$ cat config.mk
export PLATFORM = sky130hd
export DESIGN_NAME = elevator_stop_order_flat
export DESIGN_NICKNAME = d
export VERILOG_FILES = /design/src/design/eso_pkg.sv /design/src/design/eso_req_if.sv /design/src/design/eso_stop_if.sv /design/src/design/eso_cfg_if.sv /design/src/design/eso_cell.sv /design/src/design/eso_chain.sv /design/src/design/elevator_stop_order.sv /design/src/flat_wrapper.sv
export SDC_FILE = /design/constraint.sdc
export NUM_CORES = 2
export LEC_CHECK = 0
export ABC_AREA = 1
export BUFFER_PORTS_ARGS = -buffer_cell sky130_fd_sc_hd__buf_2
export CELL_PAD_IN_SITES_DETAIL_PLACEMENT = 2
export CELL_PAD_IN_SITES_GLOBAL_PLACEMENT = 2
export CORE_ASPECT_RATIO = 1.1
export CORE_MARGIN = 1.5
export CORE_UTILIZATION = 38
export DETAILED_ROUTE_END_ITERATION = 7
export GPL_TIMING_DRIVEN = 0
export PLACE_DENSITY = 0.78
export RECOVER_POWER = 25
export SYNTH_ARGS = -nofsm -noshare
export SYNTH_HDL_FRONTEND = slang
export SYNTH_HIERARCHICAL = 1
export SYNTH_SLANG_ARGS = --single-unit
export TNS_END_PERCENT = 20
$ cat constraint.sdc
create_clock -name clk -period 11.25 [get_ports clk]
set_input_delay 2.25 -clock clk [delete_from_list [all_inputs] [get_ports clk]]
set_output_delay 2.25 -clock clk [all_outputs]
set_load 0.005 [all_outputs]
$ cat src/design/eso_pkg.sv
// Shared constants, types and codes for the elevator stop order block.
package eso_pkg;

    localparam int FLOOR_BITS   = 10;
    localparam int MAX_STOPS    = 32;
    localparam int CFG_IDX_BITS = 2;

    // Configuration register indexes
    localparam logic [CFG_IDX_BITS-1:0] REG_CURRENT_FLOOR  = CFG_IDX_BITS'(0);
    localparam logic [CFG_IDX_BITS-1:0] REG_DIRECTION_DOWN = CFG_IDX_BITS'(1);

    // Cell operations
    typedef logic [1:0] cell_op_t;
    localparam cell_op_t OP_HOLD       = 2'd0;
    localparam cell_op_t OP_INSERT     = 2'd1;
    localparam cell_op_t OP_TAKE_LEFT  = 2'd2;
    localparam cell_op_t OP_TAKE_RIGHT = 2'd3;

    typedef logic [FLOOR_BITS-1:0] floor_t;

    typedef struct packed {
        logic   valid;
        floor_t value;
    } cell_t;

    // Command broadcast to every cell of a chain
    typedef struct packed {
        cell_op_t op;
        floor_t   value;
    } chain_ctl_t;

    // Status gathered from a chain
    typedef struct packed {
        cell_t head;
        logic  full;
        logic  dup;
    } chain_stat_t;

endpackage

$ cat src/design/eso_req_if.sv
// Request channel: one requested floor per item.
interface eso_req_if;
    logic                 valid;
    logic                 ready;
    eso_pkg::floor_t      floor;
    logic                 last;

    modport source (output valid, output floor, output last, input ready);
    modport sink   (input valid, input floor, input last, output ready);
endinterface

$ cat src/design/eso_stop_if.sv
// Stop channel: one stop in service order per item.
interface eso_stop_if;
    logic                 valid;
    logic                 ready;
    eso_pkg::floor_t      stop_floor;
    logic                 last_stop;
    logic                 no_stop;
    logic                 overflow;

    modport source (output valid, output stop_floor, output last_stop, output no_stop,
                    output overflow, input ready);
    modport sink   (input valid, input stop_floor, input last_stop, input no_stop,
                    input overflow, output ready);
endinterface

$ cat src/design/eso_cfg_if.sv
// Configuration write channel: register index and write data.
interface eso_cfg_if;
    logic                               valid;
    logic                               ready;
    logic [eso_pkg::CFG_IDX_BITS-1:0]   idx;
    logic [eso_pkg::FLOOR_BITS-1:0]     data;

    modport source (output valid, output idx, output data, input ready);
    modport sink   (input valid, input idx, input data, output ready);
endinterface

$ cat src/design/eso_cell.sv
// One cell of a sorted chain: holds a floor and trades it with its neighbors.
module eso_cell (
    input  logic                clk,
    input  logic                rst_n,
    input  eso_pkg::chain_ctl_t ctl,
    input  eso_pkg::cell_t      left,
    input  logic                left_gt,
    input  eso_pkg::cell_t      right,
    output eso_pkg::cell_t      slot,
    output logic                gt,
    output logic                eq
);

    logic            valid_reg;
    logic            valid_next;
    eso_pkg::floor_t value_reg;
    eso_pkg::floor_t value_next;

    assign slot = {valid_reg, value_reg};
    assign gt = valid_reg && (value_reg > ctl.value);
    assign eq = valid_reg && (value_reg == ctl.value);

    // Pick next content from own value, a neighbor or the broadcast floor
    always_comb
    begin
        valid_next = valid_reg;
        value_next = value_reg;
        case (ctl.op)
            eso_pkg::OP_INSERT:
            begin
                if (left_gt)
                begin
                    valid_next = left.valid;
                    value_next = left.value;
                end
                else if (left.valid && (!valid_reg || gt))
                begin
                    valid_next = 1'b1;
                    value_next = ctl.value;
                end
            end
            eso_pkg::OP_TAKE_LEFT:
            begin
                valid_next = left.valid;
                value_next = left.value;
            end
            eso_pkg::OP_TAKE_RIGHT:
            begin
                valid_next = right.valid;
                value_next = right.value;
            end
            default:
            begin
                valid_next = valid_reg;
                value_next = value_reg;
            end
        endcase
    end

    // Valid flag clears on reset
    always_ff @(posedge clk or negedge rst_n)
    begin
        if (!rst_n)
        begin
            valid_reg <= 1'b0;
        end
        else
        begin
            valid_reg <= valid_next;
        end
    end

    // Floor value
    always_ff @(posedge clk)
    begin
        value_reg <= value_next;
    end

endmodule

$ cat src/design/eso_chain.sv
// Row of cells forming a sorted store or a stack, with head and status taps.
module eso_chain (
    input  logic                 clk,
    input  logic                 rst_n,
    input  eso_pkg::chain_ctl_t  ctl,
    output eso_pkg::chain_stat_t stat
);

    eso_pkg::cell_t                cells [eso_pkg::MAX_STOPS];
    logic [eso_pkg::MAX_STOPS-1:0] gts;
    logic [eso_pkg::MAX_STOPS-1:0] eqs;

    // Build the row; the left end sees the broadcast floor, the right end sees empty
    for (genvar i = 0; i < eso_pkg::MAX_STOPS; i++)
    begin : g_cell
        eso_pkg::cell_t left_c;
        eso_pkg::cell_t right_c;
        logic           left_gt_c;

        if (i == 0)
        begin : g_first
            assign left_c.valid = 1'b1;
            assign left_c.value = ctl.value;
            assign left_gt_c    = 1'b0;
        end
        else
        begin : g_mid
            assign left_c    = cells[i-1];
            assign left_gt_c = gts[i-1];
        end

        if (i == eso_pkg::MAX_STOPS - 1)
        begin : g_end
            assign right_c.valid = 1'b0;
            assign right_c.value = '0;
        end
        else
        begin : g_inner
            assign right_c = cells[i+1];
        end

        eso_cell u_cell (
            .clk     (clk),
            .rst_n   (rst_n),
            .ctl     (ctl),
            .left    (left_c),
            .left_gt (left_gt_c),
            .right   (right_c),
            .slot    (cells[i]),
            .gt      (gts[i]),
            .eq      (eqs[i])
        );
    end

    assign stat.head = cells[0];
    assign stat.full = cells[eso_pkg::MAX_STOPS-1].valid;
    assign stat.dup  = |eqs;

endmodule

$ cat src/design/elevator_stop_order.sv
// Top level: collects a batch of floor requests and lists the stops in LOOK order.
// Throughput: one request per cycle while a batch is collected; none during emission.
// After the item marked last, the store is scanned and the stack of floors below the car is
// unwound; an output stall holds each step. The final stop is marked with last_stop, and
// also with no_stop when no floor was held. Reset clears all cell valid bits, the flags,
// the registers (floor 0, direction up) and the output valid; no clearing pass is needed.
module elevator_stop_order (
    input  logic        clk,
    input  logic        rst_n,
    eso_req_if.sink     req,
    eso_stop_if.source  stop,
    eso_cfg_if.sink     cfg
);

    localparam logic [1:0] ST_COLLECT = 2'd0;
    localparam logic [1:0] ST_SCAN    = 2'd1;
    localparam logic [1:0] ST_POP     = 2'd2;
    localparam logic [1:0] ST_FINISH  = 2'd3;

    logic [1:0]            state_reg;
    logic [1:0]            state_next;
    eso_pkg::floor_t       cur_floor_reg;
    logic                  dir_down_reg;
    logic                  ovf_seen_reg;
    logic                  ovf_seen_next;
    logic                  ovf_batch_reg;
    logic                  ovf_batch_next;
    logic                  hold_valid_reg;
    eso_pkg::floor_t       hold_value_reg;
    logic                  out_valid_reg;
    eso_pkg::floor_t       out_floor_reg;
    logic                  out_last_reg;
    logic                  out_none_reg;
    logic                  out_ovf_reg;

    eso_pkg::chain_ctl_t   store_ctl;
    eso_pkg::chain_stat_t  store_st;
    eso_pkg::chain_ctl_t   stack_ctl;
    eso_pkg::chain_stat_t  stack_st;

    logic                  req_fire;
    logic                  step_ok;
    logic                  cand_valid;
    eso_pkg::floor_t       cand_value;
    logic                  finish;
    logic                  push_out;

    // Sorted store of requested floors
    eso_chain u_store (
        .clk   (clk),
        .rst_n (rst_n),
        .ctl   (store_ctl),
        .stat  (store_st)
    );

    // Stack that reverses floors below the car
    eso_chain u_stack (
        .clk   (clk),
        .rst_n (rst_n),
        .ctl   (stack_ctl),
        .stat  (stack_st)
    );

    assign req.ready = (state_reg == ST_COLLECT);
    assign req_fire  = req.valid && req.ready;
    assign step_ok   = !out_valid_reg || stop.ready;
    assign push_out  = (cand_valid && hold_valid_reg) || finish;
    assign cfg.ready = 1'b1;

    // Sequencer: insert while collecting, then scan the store and unwind the stack
    always_comb
    begin
        state_next      = state_reg;
        ovf_seen_next   = ovf_seen_reg;
        ovf_batch_next  = ovf_batch_reg;
        store_ctl.op    = eso_pkg::OP_HOLD;
        store_ctl.value = req.floor;
        stack_ctl.op    = eso_pkg::OP_HOLD;
        stack_ctl.value = store_st.head.value;
        cand_valid      = 1'b0;
        cand_value      = store_st.head.value;
        finish          = 1'b0;
        case (state_reg)
            ST_COLLECT:
            begin
                if (req_fire)
                begin
                    if ((req.floor != cur_floor_reg) && !store_st.dup)
                    begin
                        if (store_st.full)
                        begin
                            ovf_seen_next = 1'b1;
                        end
                        else
                        begin
                            store_ctl.op = eso_pkg::OP_INSERT;
                        end
                    end
                    if (req.last)
                    begin
                        ovf_batch_next = ovf_seen_next;
                        ovf_seen_next  = 1'b0;
                        state_next     = ST_SCAN;
                    end
                end
            end
            ST_SCAN:
            begin
                if (step_ok)
                begin
                    if (store_st.head.valid)
                    begin
                        if (store_st.head.value < cur_floor_reg)
                        begin
                            store_ctl.op = eso_pkg::OP_TAKE_RIGHT;
                            stack_ctl.op = eso_pkg::OP_TAKE_LEFT;
                        end
                        else if (store_st.head.value == cur_floor_reg)
                        begin
                            store_ctl.op = eso_pkg::OP_TAKE_RIGHT;
                        end
                        else if (dir_down_reg && stack_st.head.valid)
                        begin
                            state_next = ST_POP;
                        end
                        else
                        begin
                            store_ctl.op = eso_pkg::OP_TAKE_RIGHT;
                            cand_valid   = 1'b1;
                        end
                    end
                    else if (stack_st.head.valid)
                    begin
                        state_next = ST_POP;
                    end
                    else
                    begin
                        state_next = ST_FINISH;
                    end
                end
            end
            ST_POP:
            begin
                if (step_ok)
                begin
                    if (stack_st.head.valid)
                    begin
                        stack_ctl.op = eso_pkg::OP_TAKE_RIGHT;
                        cand_valid   = 1'b1;
                        cand_value   = stack_st.head.value;
                    end
                    else
                    begin
                        state_next = ST_SCAN;
                    end
                end
            end
            ST_FINISH:
            begin
                if (step_ok)
                begin
                    finish     = 1'b1;
                    state_next = ST_COLLECT;
                end
            end
            default:
            begin
                state_next = ST_COLLECT;
            end
        endcase
    end

    // Control state, configuration and handshake flags
    always_ff @(posedge clk or negedge rst_n)
    begin
        if (!rst_n)
        begin
            state_reg      <= ST_COLLECT;
            cur_floor_reg  <= '0;
            dir_down_reg   <= 1'b0;
            ovf_seen_reg   <= 1'b0;
            ovf_batch_reg  <= 1'b0;
            hold_valid_reg <= 1'b0;
            out_valid_reg  <= 1'b0;
        end
        else
        begin
            state_reg     <= state_next;
            ovf_seen_reg  <= ovf_seen_next;
            ovf_batch_reg <= ovf_batch_next;
            if (cfg.valid && cfg.ready)
            begin
                if (cfg.idx == eso_pkg::REG_CURRENT_FLOOR)
                begin
                    cur_floor_reg <= cfg.data;
                end
                else if (cfg.idx == eso_pkg::REG_DIRECTION_DOWN)
                begin
                    dir_down_reg <= cfg.data[0];
                end
            end
            if (cand_valid)
            begin
                hold_valid_reg <= 1'b1;
            end
            else if (finish)
            begin
                hold_valid_reg <= 1'b0;
            end
            if (push_out)
            begin
                out_valid_reg <= 1'b1;
            end
            else if (stop.ready)
            begin
                out_valid_reg <= 1'b0;
            end
        end
    end

    // Hold one stop back so the final one can be marked; advance it to the output
    always_ff @(posedge clk)
    begin
        if (cand_valid)
        begin
            hold_value_reg <= cand_value;
        end
        if (push_out)
        begin
            out_floor_reg <= hold_valid_reg ? hold_value_reg : '0;
            out_last_reg  <= finish;
            out_none_reg  <= finish && !hold_valid_reg;
            out_ovf_reg   <= ovf_batch_reg;
        end
    end

    assign stop.valid      = out_valid_reg;
    assign stop.stop_floor = out_floor_reg;
    assign stop.last_stop  = out_last_reg;
    assign stop.no_stop    = out_none_reg;
    assign stop.overflow   = out_ovf_reg;

endmodule
$ cat src/flat_wrapper.sv
// flat-port wrapper written by rule: the top's interface ports become plain ports
module elevator_stop_order_flat 
  (clk, rst_n, req_valid, req_floor, req_last, req_ready, stop_valid, stop_stop_floor, stop_last_stop, stop_no_stop, stop_overflow, stop_ready, cfg_valid, cfg_idx, cfg_data, cfg_ready);
  eso_req_if req_i ();
  eso_stop_if stop_i ();
  eso_cfg_if cfg_i ();
  input  logic clk;
  input  logic rst_n;
  input wire logic [$bits(req_i.valid)-1:0] req_valid;
  input wire logic [$bits(req_i.floor)-1:0] req_floor;
  input wire logic [$bits(req_i.last)-1:0] req_last;
  output wire logic [$bits(req_i.ready)-1:0] req_ready;
  output wire logic [$bits(stop_i.valid)-1:0] stop_valid;
  output wire logic [$bits(stop_i.stop_floor)-1:0] stop_stop_floor;
  output wire logic [$bits(stop_i.last_stop)-1:0] stop_last_stop;
  output wire logic [$bits(stop_i.no_stop)-1:0] stop_no_stop;
  output wire logic [$bits(stop_i.overflow)-1:0] stop_overflow;
  input wire logic [$bits(stop_i.ready)-1:0] stop_ready;
  input wire logic [$bits(cfg_i.valid)-1:0] cfg_valid;
  input wire logic [$bits(cfg_i.idx)-1:0] cfg_idx;
  input wire logic [$bits(cfg_i.data)-1:0] cfg_data;
  output wire logic [$bits(cfg_i.ready)-1:0] cfg_ready;
  assign req_i.valid = req_valid;
  assign req_i.floor = req_floor;
  assign req_i.last = req_last;
  assign req_ready = req_i.ready;
  assign stop_valid = stop_i.valid;
  assign stop_stop_floor = stop_i.stop_floor;
  assign stop_last_stop = stop_i.last_stop;
  assign stop_no_stop = stop_i.no_stop;
  assign stop_overflow = stop_i.overflow;
  assign stop_i.ready = stop_ready;
  assign cfg_i.valid = cfg_valid;
  assign cfg_i.idx = cfg_idx;
  assign cfg_i.data = cfg_data;
  assign cfg_ready = cfg_i.ready;
  elevator_stop_order u_core (.clk(clk), .rst_n(rst_n), .req(req_i), .stop(stop_i), .cfg(cfg_i));
endmodule
==> impl_summary.md <==
Timing
The final count of hold timing violations is 0. Setup repair after global routing left no endpoint under its margin. The sum of negative setup slack is 0 ns. The worst slew slack as a fraction of its limit is -149%. The number of endpoints failing setup at the final stage is 0. The count of final max-slew check failures is approximately 130. The final critical path takes up 64.1% of the cycle. For the final database, setup skew stands at 0.0255 ns.

After layout, the minimum clock period comes to 7.21 ns. Timing would allow up to 139 MHz. At the pin with the least slew margin, the transition time is 3.73 ns.

Clocking
The number of instances resized during post-cts repair is 0. No sink is reached through more buffers than the 3 on the longest clock path. The later pin in the worst-skew pair is clocked with a latency of 0.74 ns. Counting the buffers created by CTS gives between 90 and 100.

The tree built by TritonCTS fans out to 744 sinks. Clock tree synthesis selected as its root buffer the cell sky130_fd_sc_hd__clkbuf_16. Clock-pin slew was measured on the worst setup and hold paths at 0.06 ns. Post-CTS timing repair inserted 0 buffers for setup.

The number of hold buffers added after CTS was 0. The H-tree depth reported by CTS is 3. The TritonCTS clock tree is built.

Power and ir drop
Net switching is 51.3% of the power. Combinational logic burns ~58% of the power. Summed over all cells, the static leakage comes to 33.2 nW. The register share of total power is 28.1%. The peak supply drop is 0.169 mV. Cell internal power was estimated by the tool at 11.6 mW. The clock network is responsible for about 14% of the overall power.

The cell area power density is approximately 330 mW/mm^2. The analysis attributes to net switching a power of 12.3 mW.

Synthesis
The number of warning messages in the yosys log is 6. The mapped netlist covers 0.0652 sq mm. Synthesis handed over a netlist of 9053 instances. The per-instance average area after synthesis is 7.20 sq um.

Layout
The final standard cell area without fillers is 0.0731 sq mm. Leaving out fill and tap cells, the most frequent cell in the layout is sky130_fd_sc_hd__nand3_1. For this run, the post-layout net count is roughly 10000.

The share of cells above drive strength 1 is 7.86%. The library cells used most frequently in the layout, excluding fill and tap cells, are sky130_fd_sc_hd__nand3_1, sky130_fd_sc_hd__nand2_1, sky130_fd_sc_hd__inv_1. The area growth from synthesis to layout is 12.1%.

GRT
In the global route stage, overall resource usage came out at 29.8%. The number of global-route vias before repair was 72265. The number of antenna violations at the first check in global routing came to 3.

The first-pass GRT wire length is 413 mm. The overflow left after global routing is 0. Entering global routing, the biggest net connects 51 pins.

Critical path
The data required time at the worst endpoint is 11.22 ns. The slowest stage cell on the critical path is sky130_fd_sc_hd__clkbuf_1. The worst stage delay on the critical path is between 2 and 3 ns. STA classifies the critical path startpoint as a primary input.

Of all nets on the critical path, the largest fanout is 46. Counting both buffers and inverters, the worst setup path holds a total of 2. The path depth of the worst reg2reg path is 10.

The worst register-to-register path begins at u_core/state_reg[1]. The capturing point of the worst reg2reg path is u_core/u_stack/g_cell[13].u_cell/value_reg[1]. Grouping stages by cell kind, the critical path spends the most delay in buffers and inverters.

Traced cell by cell, the critical path runs through clkbuf_1, clkbuf_1. At the worst endpoint, the arrival time is 7.18 ns. The kind of capture point of the worst setup path is an asynchronous set/reset pin. For flop-to-flop paths, the worst setup slack is 5.23 ns. The worst setup path category is primary input to asynchronous set/reset pin. The library cell appearing most often on the critical path is sky130_fd_sc_hd__clkbuf_1.

Run
The max-cap violation count is 4.

Die
In this run the standard cell core region covers 0.170 sq mm. The y dimension of the die is between 400 and 500 um. The overall die area is 0.174 sq mm. The floorplan has 159 rows.

The number of top-level pins is 44. The die is ~400 um wide. The initial utilization of the core area, before any placement, comes to 38.3%.

Run status
The checks that failed: max-capacitance violations, max-slew violations. The flow ran to the end, but the final reports show violations.

Worst hold path
The capture endpoint of the worst hold path is u_core/stop.overflow. The worst hold path begins at u_core/ovf_batch_reg. The path class of the tightest hold or removal check is register to register. The number of cells traversed by the worst hold path is 0.

Drt
The detailed router placed around 66000 vias in this run. The remaining number of nets flagged by the antenna check after routing is 0. Using the TritonRoute via totals, the vias-per-cell ratio works out to 5.64. The initial DRC count is just under 3000.

The final wirelength is 264 mm. Dividing the detail-routed wire length by the instance count gives roughly 23 um. The pre-antenna-repair detailed-routing pass consisted of 5 iterations. For this run, design rule violations remaining after detail routing come to 0.

Placed design
The count of input and output buffers is 42. In this run the cell area measured after placement is 0.0700 sq mm. Routability-driven placement finished with a final weighted congestion of just over 0.8. Summed over all nets, the half-perimeter wirelength after detailed placement is 203 mm.
-- power groups by stage --
stage / Sequential [mW] / Combinational, mW / Clock (mW)
6_report: 6.72 / 13.8 / 3.34
5_1_grt: 6.86 / 15.6 / 3.50
4_1_cts: 6.74 / 13.9 / 3.43
3_5_place_dp: 6.77 / 13.7 / 0
3_3_place_gp: 7.10 / 12.3 / 0
2_1_floorplan: 5.96 / 9.49 / 0
-- through the flow --
stage,power [mW],utilization [%],cells,setup WS [ns],hold WS [ns]
2_1_floorplan,15.5,-,9081,2.32,0.425
3_3_place_gp,19.4,40.1,11377,-5.53,0.445
3_5_place_dp,20.5,41.1,11442,4.08,0.449
4_1_cts,24.0,43.0,11617,4.87,0.470
5_1_grt,25.9,42.9,11618,3.24,0.482
6_report,23.9,42.9,11619,4.04,0.474
-- how the worst max path moves through the flow --
stage	from	to	cells after the start
global route	rst_n	u_core/u_stack/g_cell[29].u_cell/valid_reg	2
floorplan	stop_ready	u_core/u_stack/g_cell[0].u_cell/value_reg[0]	7
finish	rst_n	u_core/u_stack/g_cell[29].u_cell/valid_reg	2
detailed placement	req_floor[9]	u_core/u_store/g_cell[23].u_cell/value_reg[9]	23
global placement	u_core/u_store/g_cell[0].u_cell/value_reg[9]	u_core/u_stack/g_cell[16].u_cell/value_reg[2]	9
CTS	req_floor[9]	u_core/u_store/g_cell[23].u_cell/value_reg[4]	23
-- metal layers --
| metal | vias to the layer above | track usage [%] | routed length [um] |
|---|---|---|---|
| met3 | 424 | 2.49 | 7170 |
| met4 | 2 | 9.58 | 8020 |
| li1 | 31163 | - | - |
| met2 | 993 | 55.6 | 137000 |
| met1 | 32990 | 35.7 | 112000 |
| met5 | - | 0 | 11 |
-- cell type report --
| type | instances | area (sq um) |
|---|---|---|
| Timing Repair Buffer | 107 | 1750 |
| Buffer | 453 | 2100 |
| Clock buffer | 120 | 2610 |
| Multi-Input combinational cell | 6413 | 35800 |
| Inverter | 1471 | 5520 |
| Antenna cell | 2 | 5.00 |
| Sequential cell | 744 | 21900 |
| Fill cell | 20144 | 97300 |
| Clock inverter | 55 | 636 |
| Tap cell | 2254 | 2820 |
Note: power is estimated with default switching activity, not from simulation.
